===== config.mk =====
export PLATFORM = sky130hd
export DESIGN_NAME = rc_autonomy_arming_arbiter_flat
export DESIGN_NICKNAME = d
export VERILOG_FILES = /design/src/hw/rtl/raa_pkg.sv /design/src/hw/rtl/raa_channels.sv /design/src/hw/rtl/raa_cfg.sv /design/src/hw/rtl/raa_core.sv /design/src/hw/rtl/rc_autonomy_arming_arbiter.sv /design/src/flat_wrapper.sv
export SDC_FILE = /design/constraint.sdc
export NUM_CORES = 1
export LEC_CHECK = 0
export BUFFER_PORTS_ARGS = -buffer_cell sky130_fd_sc_hd__buf_2
export CAP_MARGIN = 20
export CORE_ASPECT_RATIO = 1.1
export CORE_MARGIN = 8
export CORE_UTILIZATION = 56
export CTS_CLUSTER_DIAMETER = 100
export DETAILED_ROUTE_END_ITERATION = 10
export PLACE_DENSITY = 0.76
export SYNTH_ARGS = -nofsm -noshare
export SYNTH_HDL_FRONTEND = slang
export SYNTH_SLANG_ARGS = --single-unit
export TNS_END_PERCENT = 10

===== constraint.sdc =====
create_clock -name clk -period 4.46 [get_ports clk]
set_input_delay 0.223 -clock clk [delete_from_list [all_inputs] [get_ports clk]]
set_output_delay 0.223 -clock clk [all_outputs]
set_load 0.01 [all_outputs]

===== src/hw/rtl/raa_pkg.sv =====
// Shared types, codes and reset values for the RC / autonomy arming arbiter.
`default_nettype none

package raa_pkg;

	localparam int unsigned AGE_W    = 16;
	localparam int unsigned GAP_W    = 8;
	localparam int unsigned COUNT_W  = 4;
	localparam int unsigned WDOG_W   = 8;
	localparam int unsigned KIND_W   = 3;
	localparam int unsigned CFG_IDX_W  = 3;
	localparam int unsigned CFG_DATA_W = 16;

	localparam logic [AGE_W-1:0]   AGE_MAX = '1;
	localparam logic [GAP_W-1:0]   GAP_MAX = '1;

	localparam logic [AGE_W-1:0]   RST_RC_TIMEOUT  = 16'd100;
	localparam logic [AGE_W-1:0]   RST_CMD_TIMEOUT = 16'd500;
	localparam logic [GAP_W-1:0]   RST_MIN_GAP     = 8'd6;
	localparam logic [COUNT_W-1:0] RST_ARM_REPEATS = 4'd5;
	localparam logic [WDOG_W-1:0]  RST_WDOG_PERIOD = 8'd9;

	typedef enum logic [1:0] {
		MODE_OFF    = 2'd0,
		MODE_ARMING = 2'd1,
		MODE_AUTO   = 2'd2,
		MODE_RC     = 2'd3
	} mode_t;

	typedef enum logic [1:0] {
		SRC_NONE = 2'd0,
		SRC_OFF  = 2'd1,
		SRC_RC   = 2'd2,
		SRC_CMD  = 2'd3
	} src_t;

	typedef enum logic [KIND_W-1:0] {
		KIND_TICK    = 3'd0,
		KIND_RC      = 3'd1,
		KIND_COMMAND = 3'd2,
		KIND_ARM     = 3'd3,
		KIND_DISARM  = 3'd4
	} kind_t;

	typedef enum logic [CFG_IDX_W-1:0] {
		CFG_RC_TIMEOUT  = 3'd0,
		CFG_CMD_TIMEOUT = 3'd1,
		CFG_MIN_GAP     = 3'd2,
		CFG_ARM_REPEATS = 3'd3,
		CFG_WDOG_PERIOD = 3'd4
	} cfg_idx_t;

	typedef struct packed {
		logic [AGE_W-1:0]   rc_timeout_ticks;
		logic [AGE_W-1:0]   command_timeout_ticks;
		logic [GAP_W-1:0]   min_send_gap_ticks;
		logic [COUNT_W-1:0] arming_repeats;
		logic [WDOG_W-1:0]  watchdog_period_ticks;
	} cfg_t;

	typedef struct packed {
		logic [KIND_W-1:0] kind;
		logic              rc_armed;
		logic              motors_enabled;
	} item_t;

	typedef struct packed {
		logic  frame_sent;
		src_t  frame_source;
		logic  arm_flag;
		logic  force_min_throttle;
		mode_t mode;
	} result_t;

endpackage

`default_nettype wire


===== src/hw/rtl/raa_channels.sv =====
// Valid/ready channel interfaces for input items and result items.
`default_nettype none

interface raa_item_if;
	logic                       valid;
	logic                       ready;
	logic [raa_pkg::KIND_W-1:0] kind;
	logic                       rc_armed;
	logic                       motors_enabled;

	modport source (output valid, kind, rc_armed, motors_enabled, input ready);
	modport sink   (input valid, kind, rc_armed, motors_enabled, output ready);
endinterface

interface raa_result_if;
	logic       valid;
	logic       ready;
	logic       frame_sent;
	logic [1:0] frame_source;
	logic       arm_flag;
	logic       force_min_throttle;
	logic [1:0] mode;

	modport source (output valid, frame_sent, frame_source, arm_flag, force_min_throttle,
		mode, input ready);
	modport sink   (input valid, frame_sent, frame_source, arm_flag, force_min_throttle,
		mode, output ready);
endinterface

`default_nettype wire


===== src/hw/rtl/raa_cfg.sv =====
// Configuration register file written through the plain write port.
`default_nettype none

module raa_cfg (
	input  wire logic                           clk,
	input  wire logic                           arst_n,
	input  wire logic                           cfg_write,
	input  wire logic [raa_pkg::CFG_IDX_W-1:0]  cfg_index,
	input  wire logic [raa_pkg::CFG_DATA_W-1:0] cfg_data,
	output raa_pkg::cfg_t                       cfg
);
	import raa_pkg::*;

	cfg_t cfg_q;

	always_ff @(posedge clk or negedge arst_n) begin
		if (!arst_n) begin
			cfg_q.rc_timeout_ticks      <= RST_RC_TIMEOUT;
			cfg_q.command_timeout_ticks <= RST_CMD_TIMEOUT;
			cfg_q.min_send_gap_ticks    <= RST_MIN_GAP;
			cfg_q.arming_repeats        <= RST_ARM_REPEATS;
			cfg_q.watchdog_period_ticks <= RST_WDOG_PERIOD;
		end else if (cfg_write) begin
			case (cfg_index)
				CFG_RC_TIMEOUT:  cfg_q.rc_timeout_ticks      <= cfg_data[AGE_W-1:0];
				CFG_CMD_TIMEOUT: cfg_q.command_timeout_ticks <= cfg_data[AGE_W-1:0];
				CFG_MIN_GAP:     cfg_q.min_send_gap_ticks    <= cfg_data[GAP_W-1:0];
				CFG_ARM_REPEATS: cfg_q.arming_repeats        <= cfg_data[COUNT_W-1:0];
				CFG_WDOG_PERIOD: cfg_q.watchdog_period_ticks <= cfg_data[WDOG_W-1:0];
				default: ;
			endcase
		end
	end

	assign cfg = cfg_q;

endmodule

`default_nettype wire


===== src/hw/rtl/raa_core.sv =====
// Arbiter state and the single-pass mode, age and send-gap update for one item.
`default_nettype none

module raa_core (
	input  wire logic      clk,
	input  wire logic      arst_n,
	input  wire logic      fire,
	input  raa_pkg::item_t item,
	input  raa_pkg::cfg_t  cfg,
	output raa_pkg::result_t res
);
	import raa_pkg::*;

	mode_t              mode_q, mode_n;
	logic               enabled_q, enabled_n;
	logic               seen_q, seen_n;
	logic [COUNT_W-1:0] count_q, count_n;
	logic [AGE_W-1:0]   rc_age_q, rc_age_n;
	logic [AGE_W-1:0]   cmd_age_q, cmd_age_n;
	logic [GAP_W-1:0]   since_q, since_n;
	logic [WDOG_W-1:0]  wdog_q, wdog_n;

	logic snd_req;
	src_t snd_src;
	logic snd_arm;
	logic snd_force;
	logic snd_inc;

	always_comb begin
		mode_n    = mode_q;
		enabled_n = enabled_q;
		seen_n    = seen_q;
		count_n   = count_q;
		rc_age_n  = rc_age_q;
		cmd_age_n = cmd_age_q;
		since_n   = since_q;
		wdog_n    = wdog_q;
		snd_req   = 1'b0;
		snd_src   = SRC_NONE;
		snd_arm   = 1'b0;
		snd_force = 1'b0;
		snd_inc   = 1'b0;
		res       = '0;

		case (item.kind)
			KIND_TICK: begin
				if (rc_age_q != AGE_MAX) rc_age_n = rc_age_q + 1'b1;
				if (cmd_age_q != AGE_MAX) cmd_age_n = cmd_age_q + 1'b1;
				if (since_q != GAP_MAX) since_n = since_q + 1'b1;
				wdog_n = wdog_q + 1'b1;
				if (wdog_n >= cfg.watchdog_period_ticks) begin
					wdog_n = '0;
					if (mode_n == MODE_RC && rc_age_n > cfg.rc_timeout_ticks)
						mode_n = MODE_AUTO;
					if ((mode_n == MODE_ARMING || mode_n == MODE_AUTO) &&
							cmd_age_n > cfg.command_timeout_ticks)
						mode_n = MODE_OFF;
					if (mode_n == MODE_OFF) begin
						snd_req = 1'b1;
						snd_src = SRC_OFF;
					end
				end
			end
			KIND_RC: begin
				rc_age_n = '0;
				if (item.rc_armed) begin
					// An armed frame counts only once a disarmed frame has been seen.
					if (seen_q) begin
						mode_n  = MODE_RC;
						snd_req = 1'b1;
						snd_src = SRC_RC;
						snd_arm = 1'b1;
					end
				end else if (mode_q == MODE_RC) begin
					mode_n = enabled_q ? MODE_AUTO : MODE_OFF;
				end else begin
					seen_n = 1'b1;
				end
			end
			KIND_COMMAND: begin
				if (enabled_q && mode_q != MODE_RC) begin
					snd_req = 1'b1;
					snd_src = SRC_CMD;
					snd_arm = item.motors_enabled;
					if (item.motors_enabled) begin
						cmd_age_n = '0;
						if (mode_q == MODE_OFF) begin
							mode_n  = MODE_ARMING;
							count_n = '0;
						end
					end else begin
						mode_n = MODE_OFF;
					end
				end
			end
			KIND_ARM:    enabled_n = 1'b1;
			KIND_DISARM: enabled_n = 1'b0;
			default: ;
		endcase

		// The updated mode shapes the candidate frame before the send-gap check.
		if (snd_req) begin
			case (mode_n)
				MODE_OFF:  snd_arm = 1'b0;
				MODE_ARMING: begin
					if (count_n >= cfg.arming_repeats) begin
						mode_n = MODE_AUTO;
					end else begin
						snd_force = 1'b1;
						snd_arm   = 1'b1;
						snd_inc   = 1'b1;
					end
				end
				MODE_AUTO: snd_arm = 1'b1;
				default: ;
			endcase
			// A suppressed frame leaves the arming count where it was.
			if (since_n > cfg.min_send_gap_ticks) begin
				since_n                = '0;
				res.frame_sent         = 1'b1;
				res.frame_source       = snd_src;
				res.arm_flag           = snd_arm;
				res.force_min_throttle = snd_force;
				if (snd_inc) count_n = count_n + 1'b1;
			end
		end
		res.mode = mode_n;
	end

	always_ff @(posedge clk or negedge arst_n) begin
		if (!arst_n) begin
			mode_q    <= MODE_OFF;
			enabled_q <= 1'b0;
			seen_q    <= 1'b0;
			count_q   <= '0;
			rc_age_q  <= AGE_MAX;
			cmd_age_q <= AGE_MAX;
			since_q   <= GAP_MAX;
			wdog_q    <= '0;
		end else if (fire) begin
			mode_q    <= mode_n;
			enabled_q <= enabled_n;
			seen_q    <= seen_n;
			count_q   <= count_n;
			rc_age_q  <= rc_age_n;
			cmd_age_q <= cmd_age_n;
			since_q   <= since_n;
			wdog_q    <= wdog_n;
		end
	end

	a_force_only_arming: assert property (@(posedge clk) disable iff (!arst_n)
		res.force_min_throttle |-> (res.frame_sent && res.arm_flag && mode_n == MODE_ARMING))
		else $error("forced minimum throttle outside arming");

	a_rc_sent_rc_mode: assert property (@(posedge clk) disable iff (!arst_n)
		(fire && res.frame_sent && res.frame_source == SRC_RC) |=> (mode_q == MODE_RC))
		else $error("RC frame sent but mode is not RC flight");

	a_state_holds: assert property (@(posedge clk) disable iff (!arst_n)
		!fire |=> ($stable(mode_q) && $stable(count_q) && $stable(since_q)))
		else $error("arbiter state changed without an item");

	a_sent_resets_gap: assert property (@(posedge clk) disable iff (!arst_n)
		(fire && res.frame_sent) |=> (since_q == '0))
		else $error("send-gap counter not restarted after a sent frame");

endmodule

`default_nettype wire


===== src/hw/rtl/rc_autonomy_arming_arbiter.sv =====
// Top level of the RC / autonomy arming arbiter: input stage, core and result register.
//
//  channel   dir  transfer on          payload
//  item      in   valid && ready       kind, rc_armed, motors_enabled
//  result    out  valid && ready       frame_sent, frame_source, arm_flag,
//                                      force_min_throttle, mode
//  cfg       in   cfg_write            cfg_index, cfg_data
//
// Each item passes through the input register and then the result register, so its result
// is valid once the core has fired on it and registered it in the result register; one item
// per cycle is sustained while the result side is ready.
// The rate is set by the single combinational update of the arbiter state in the core.
// Reset clears the mode, interlock and counters, sets the ages and send gap to their maximum
// and loads the register defaults. A stalled result holds the input stage, which then holds ready low until it drains.
`default_nettype none

module rc_autonomy_arming_arbiter (
	input  wire logic                           clk,
	input  wire logic                           arst_n,
	raa_item_if.sink                            item,
	raa_result_if.source                        result,
	input  wire logic                           cfg_write,
	input  wire logic [raa_pkg::CFG_IDX_W-1:0]  cfg_index,
	input  wire logic [raa_pkg::CFG_DATA_W-1:0] cfg_data
);
	import raa_pkg::*;

	cfg_t    cfg;
	item_t   item_s1;
	logic    valid_s1;
	result_t res_c;
	result_t res_s2;
	logic    valid_s2;
	logic    fire;

	raa_cfg u_cfg (
		.clk       (clk),
		.arst_n    (arst_n),
		.cfg_write (cfg_write),
		.cfg_index (cfg_index),
		.cfg_data  (cfg_data),
		.cfg       (cfg)
	);

	assign fire       = valid_s1 && (!valid_s2 || result.ready);
	assign item.ready = !valid_s1 || fire;

	always_ff @(posedge clk or negedge arst_n) begin
		if (!arst_n) begin
			valid_s1 <= 1'b0;
		end else if (item.ready) begin
			valid_s1 <= item.valid;
		end
	end

	always_ff @(posedge clk) begin
		if (item.ready && item.valid) begin
			item_s1.kind           <= item.kind;
			item_s1.rc_armed       <= item.rc_armed;
			item_s1.motors_enabled <= item.motors_enabled;
		end
	end

	raa_core u_core (
		.clk    (clk),
		.arst_n (arst_n),
		.fire   (fire),
		.item   (item_s1),
		.cfg    (cfg),
		.res    (res_c)
	);

	always_ff @(posedge clk or negedge arst_n) begin
		if (!arst_n) begin
			valid_s2 <= 1'b0;
		end else if (fire) begin
			valid_s2 <= 1'b1;
		end else if (result.ready) begin
			valid_s2 <= 1'b0;
		end
	end

	always_ff @(posedge clk) begin
		if (fire) res_s2 <= res_c;
	end

	assign result.valid              = valid_s2;
	assign result.frame_sent         = res_s2.frame_sent;
	assign result.frame_source       = res_s2.frame_source;
	assign result.arm_flag           = res_s2.arm_flag;
	assign result.force_min_throttle = res_s2.force_min_throttle;
	assign result.mode               = res_s2.mode;

	a_stage_kept: assert property (@(posedge clk) disable iff (!arst_n)
		(valid_s1 && valid_s2 && !result.ready) |=> valid_s1)
		else $error("input stage lost an item while the result was stalled");

endmodule

`default_nettype wire


===== src/flat_wrapper.sv =====
// flat-port wrapper written by rule: the top's interface ports become plain ports
module rc_autonomy_arming_arbiter_flat import raa_pkg::*;
  (clk, arst_n, cfg_write, cfg_index, cfg_data, item_valid, item_kind, item_rc_armed, item_motors_enabled, item_ready, result_valid, result_frame_sent, result_frame_source, result_arm_flag, result_force_min_throttle, result_mode, result_ready);
  raa_item_if item_i ();
  raa_result_if result_i ();
  input  wire logic clk;
  input  wire logic arst_n;
  input  wire logic cfg_write;
  input  wire logic [raa_pkg::CFG_IDX_W-1:0] cfg_index;
  input  wire logic [raa_pkg::CFG_DATA_W-1:0] cfg_data;
  input wire logic [$bits(item_i.valid)-1:0] item_valid;
  input wire logic [$bits(item_i.kind)-1:0] item_kind;
  input wire logic [$bits(item_i.rc_armed)-1:0] item_rc_armed;
  input wire logic [$bits(item_i.motors_enabled)-1:0] item_motors_enabled;
  output wire logic [$bits(item_i.ready)-1:0] item_ready;
  output wire logic [$bits(result_i.valid)-1:0] result_valid;
  output wire logic [$bits(result_i.frame_sent)-1:0] result_frame_sent;
  output wire logic [$bits(result_i.frame_source)-1:0] result_frame_source;
  output wire logic [$bits(result_i.arm_flag)-1:0] result_arm_flag;
  output wire logic [$bits(result_i.force_min_throttle)-1:0] result_force_min_throttle;
  output wire logic [$bits(result_i.mode)-1:0] result_mode;
  input wire logic [$bits(result_i.ready)-1:0] result_ready;
  assign item_i.valid = item_valid;
  assign item_i.kind = item_kind;
  assign item_i.rc_armed = item_rc_armed;
  assign item_i.motors_enabled = item_motors_enabled;
  assign item_ready = item_i.ready;
  assign result_valid = result_i.valid;
  assign result_frame_sent = result_i.frame_sent;
  assign result_frame_source = result_i.frame_source;
  assign result_arm_flag = result_i.arm_flag;
  assign result_force_min_throttle = result_i.force_min_throttle;
  assign result_mode = result_i.mode;
  assign result_i.ready = result_ready;
  rc_autonomy_arming_arbiter u_core (.clk(clk), .arst_n(arst_n), .item(item_i), .result(result_i), .cfg_write(cfg_write), .cfg_index(cfg_index), .cfg_data(cfg_data));
endmodule

==> impl_metrics.json <==
{
  "final_common_cell": "nand2_1",
  "cts_max_level": 4,
  "ant_nets": 0,
  "slew_violations": 0,
  "wirelength_um": 17650,
  "die_h_um": 135.5,
  "clock-skew-final_ns": 0.009758,
  "yosysSeqAreaShare": 0.4380,
  "status": "finished, final reports clean",
  "io_pins": 38,
  "clk_latency_ns": 0.42,
  "synth_flop_cell": "dfstp_2",
  "rows": 43,
  "numCtsBuffers": 17,
  "antenna_found_initial": 1,
  "ys_async_sr_fraction": 0.9016,
  "critPathMaxFanout": 6,
  "layout_min_cycle_time_ns": 4.356,
  "min_path_type": "input port to flip-flop",
  "power.leakage_nw": 3.670,
  "syn_to_final_growth_pct": 15.59,
  "vdd_ir_drop_max_uv": 316.7,
  "drc": 0,
  "ff2ff_path_depth": 16,
  "crit_path_max_incr_delay_ns": 0.58,
  "max_cap_viol_count": 0,
  "die-area_sq_um": 16880,
  "path_clk_slew_ns": 0.05,
  "diodes": 0,
  "finalWeightedCongestion": 0.9576,
  "crit_slowest_cell": "dfstp_2",
  "synth_edf_count": 12,
  "core-area_sq_um": 12640,
  "finalHoldViolCount": 0,
  "die_w_um": 124.6,
  "cp-start-kind": "flip-flop",
  "cts-root-buf": "clkbuf_16",
  "slew_headroom": 0.2993,
  "max_freq_ghz": 0.2296,
  "portBuffers": 37,
  "critPathMostFrequentCell": "buf_4",
  "crit_chain": "ha_1, nand2_2, or3_4, nor3_4, buf_4, buf_4, mux2_2, ha_1, nor2b_1, o211ai_1, a21boi_2, o31a_1, buf_4, o21ai_0, nor4_1, nor2_1",
  "ys_types": 70,
  "crit_required_ns": 4.61,
  "synth.avg_cell_area_sq_um": 9.386,
  "setup_viol": 0,
  "nets": 914,
  "vias": 5991,
  "path_class": "flip-flop to flip-flop",
  "grt_util_all_layers": 0.2134,
  "powerDensity_nw_per_um2": 417.6,
  "cts_tree": "yes",
  "wl_per_cell_um": 17.69,
  "synth_fp_nets": 860,
  "layout-drive-gt1-share": 0.2188,
  "ys_warn_count": 0,
  "post-dp-hpwl_um": 12610,
  "min_period_over_period": 0.9767,
  "drt_iter0_markers": 804,
  "synth-seq-cells": 122,
  "final_cell_mix": "113 x nand2_1, 80 x o21ai_0, 57 x ha_1",
  "worst_slew_pin_slew_ns": 1.050,
  "viasPerCell": 6.003,
  "total_power_mw": 3.507,
  "final_cell_area_sq_um": 8397,
  "min_path_cells": 3,
  "dpl_cell_area_sq_um": 7670,
  "grt_pass1_wl_um": 28990,
  "crit_path_end_kind": "flip-flop",
  "fin_tns_setup_ns": 0,
  "initial_core_util": 0.5746,
  "worst_ep_arrival_time_ns": 4.51,
  "grt_pass1_vias": 5887,
  "clock_path_buffers": 2,
  "grt_max_degree": 75,
  "grt_overflow_total": 0,
  "cts_sinks": 122,
  "drtPass1Iterations": 5,
  "synth_area_sq_um": 7264,
  "netlist_instances": 774
}
==> report_power, final <==
part | leakage [nW] | switching (mW) | internal (mW) | total [mW]
Sequential | 1.37 | 0.125 | 1.34 | 1.46
Clock | 0.262 | 0.484 | 0.762 | 1.25
Combinational | 2.04 | 0.462 | 0.337 | 0.799
Total | 3.67 | 1.07 | 2.44 | 3.51
==> synthesized netlist by cell type (2+ instances only) <==
cell / n / area [sq um]
nand3_1: 25 / 125.1
buf_2: 4 / 20.02
mux2i_1: 4 / 40.04
xnor2_1: 24 / 210.2
and3_1: 12 / 75.07
a211o_1: 2 / 17.52
nor2_2: 2 / 12.51
o211ai_1: 2 / 15.01
and2_1: 7 / 43.79
nor3b_1: 3 / 22.52
o21ai_0: 80 / 400.4
dfstp_2: 55 / 1445
nor2b_1: 6 / 37.54
or3_1: 3 / 18.77
nor4b_1: 2 / 17.52
a22o_1: 21 / 183.9
o21a_1: 3 / 22.52
dfrtp_1: 55 / 1376
xor2_1: 9 / 78.83
clkbuf_1: 23 / 86.33
or4_1: 2 / 15.01
nor4bb_1: 2 / 20.02
edfxtp_1: 12 / 360.4
nand2b_1: 9 / 56.30
a21boi_0: 3 / 22.52
o31a_2: 2 / 20.02
ha_1: 57 / 713.2
nand2_1: 114 / 427.9
nor4_1: 5 / 31.28
a31oi_1: 10 / 62.56
inv_1: 55 / 206.5
nor2_1: 37 / 138.9
nand4_1: 15 / 93.84
a21oi_1: 29 / 145.1
nand3b_1: 2 / 15.01
nor3_1: 13 / 65.06
a21o_1: 9 / 67.56
mux2_2: 11 / 123.9
a211oi_1: 2 / 15.01
and4_1: 3 / 26.28
or2_0: 2 / 12.51
o31ai_1: 10 / 75.07
==> cells by family (layout without fill, tap and decap cells) <==
family / Yosys count / in the layout / synth area share
fa+ha+maj: 57 / 57 / 0.09817
xor+xnor: 33 / 33 / 0.03979
flops: 122 / 122 / 0.4380
buf+inv: 82 / 149 / 0.04306
compound gates: 191 / 191 / 0.1715
simple gates: 274 / 274 / 0.1869
mux: 15 / 15 / 0.02256
==> metal layers <==
metal / up-vias / GRT usage / part of all wire
met1: 2883 / 0.2691 / 0.44
met5: - / 0 / 0
li1: 2869 / - / -
met4: 0 / 0.1105 / 0.031
met3: 42 / 0.05286 / 0.066
met2: 197 / 0.3347 / 0.46
==> layout make-up <==
type                    count  area (sq um)
flip-flops and latches    122          3182
inverters                  55         206.4
multi-input cells         570          3882
well taps                 157         196.4
clock inverters             8         47.55
clock buffers              24         491.7
fillers                   951          4247
repair buffers             62         390.4
==> flip-flops by register name (all words and copies together), names as in the netlist <==
signal                            flops
u_core.result.force_min_throttle      1
u_core.u_core.count_q                 4
u_core.result.mode                    2
u_core.u_core.wdog_q                  8
u_core.u_core.enabled_q               1
u_core.u_core.rc_age_q               16
u_core.item_s1                        5
u_core.u_core.seen_q                  1
u_core.u_cfg.cfg                     52
u_core.u_core.mode_q                  2
u_core.valid_s1                       1
u_core.result.valid                   1
u_core.result.arm_flag                1
u_core.u_core.since_q                 8
u_core.u_core.cmd_age_q              16
u_core.result.frame_sent              1
u_core.result.frame_source            2
==> through the flow <==
step / setup WS, ns / std cells / utilization / hold WS, ns
finish: 0.1041 / 998 / 0.6641 / 0.03427
global route: -0.06706 / 998 / 0.6641 / 0.02810
global placement: 0.3587 / 954 / 0.6066 / 0.4035
floorplan: 0.3082 / 774 / - / -0.07259
detailed placement: 0.1765 / 954 / 0.6066 / 0.4067
CTS: 0.1438 / 993 / 0.6548 / 0.02291
==> path summary, 6_finish.rpt <==
kind	endpoint	from	slack (ns)
max	u_core.result.mode[0]$_DFFE_PP_	u_core.u_core.rc_age_q[0]$_DFFE_PN1P_	0.10
max in group asynchronous	u_core.u_core.cmd_age_q[9]$_DFFE_PN1P_	arst_n	2.89
min	u_core.u_cfg.cfg[32]$_DFFE_PN0P_	cfg_data[12]	0.03
min in group asynchronous	u_core.u_core.wdog_q[5]$_DFFE_PN0P_	arst_n	0.48
max reg2reg	u_core.result.mode[0]$_DFFE_PP_	u_core.u_core.rc_age_q[0]$_DFFE_PN1P_	0.10
min reg2reg	u_core.result.valid$_DFFE_PN0P_	u_core.valid_s1$_DFFE_PN0N_	0.50
==> repair_timing <==
item                                   in CTS  in global routing
buffers inserted                            0                  3
setup endpoints to repair                   0                 16
resized for setup                           0                 17
hold buffers                                7                  0
endpoints found under the hold margin      47                  0
==> worst max-delay path: cells and delay by family, from the launching register on <==
family	cells	cell delay (ns)
DFF	1	0.58
buffers and inverters	3	0.45
adders and majority gates	2	0.51
and+or+nand+nor	6	1.61
AOI/OAI and AO/OA	4	0.58
muxes	1	0.36
No activity file was read; power rests on OpenSTA's default activity.
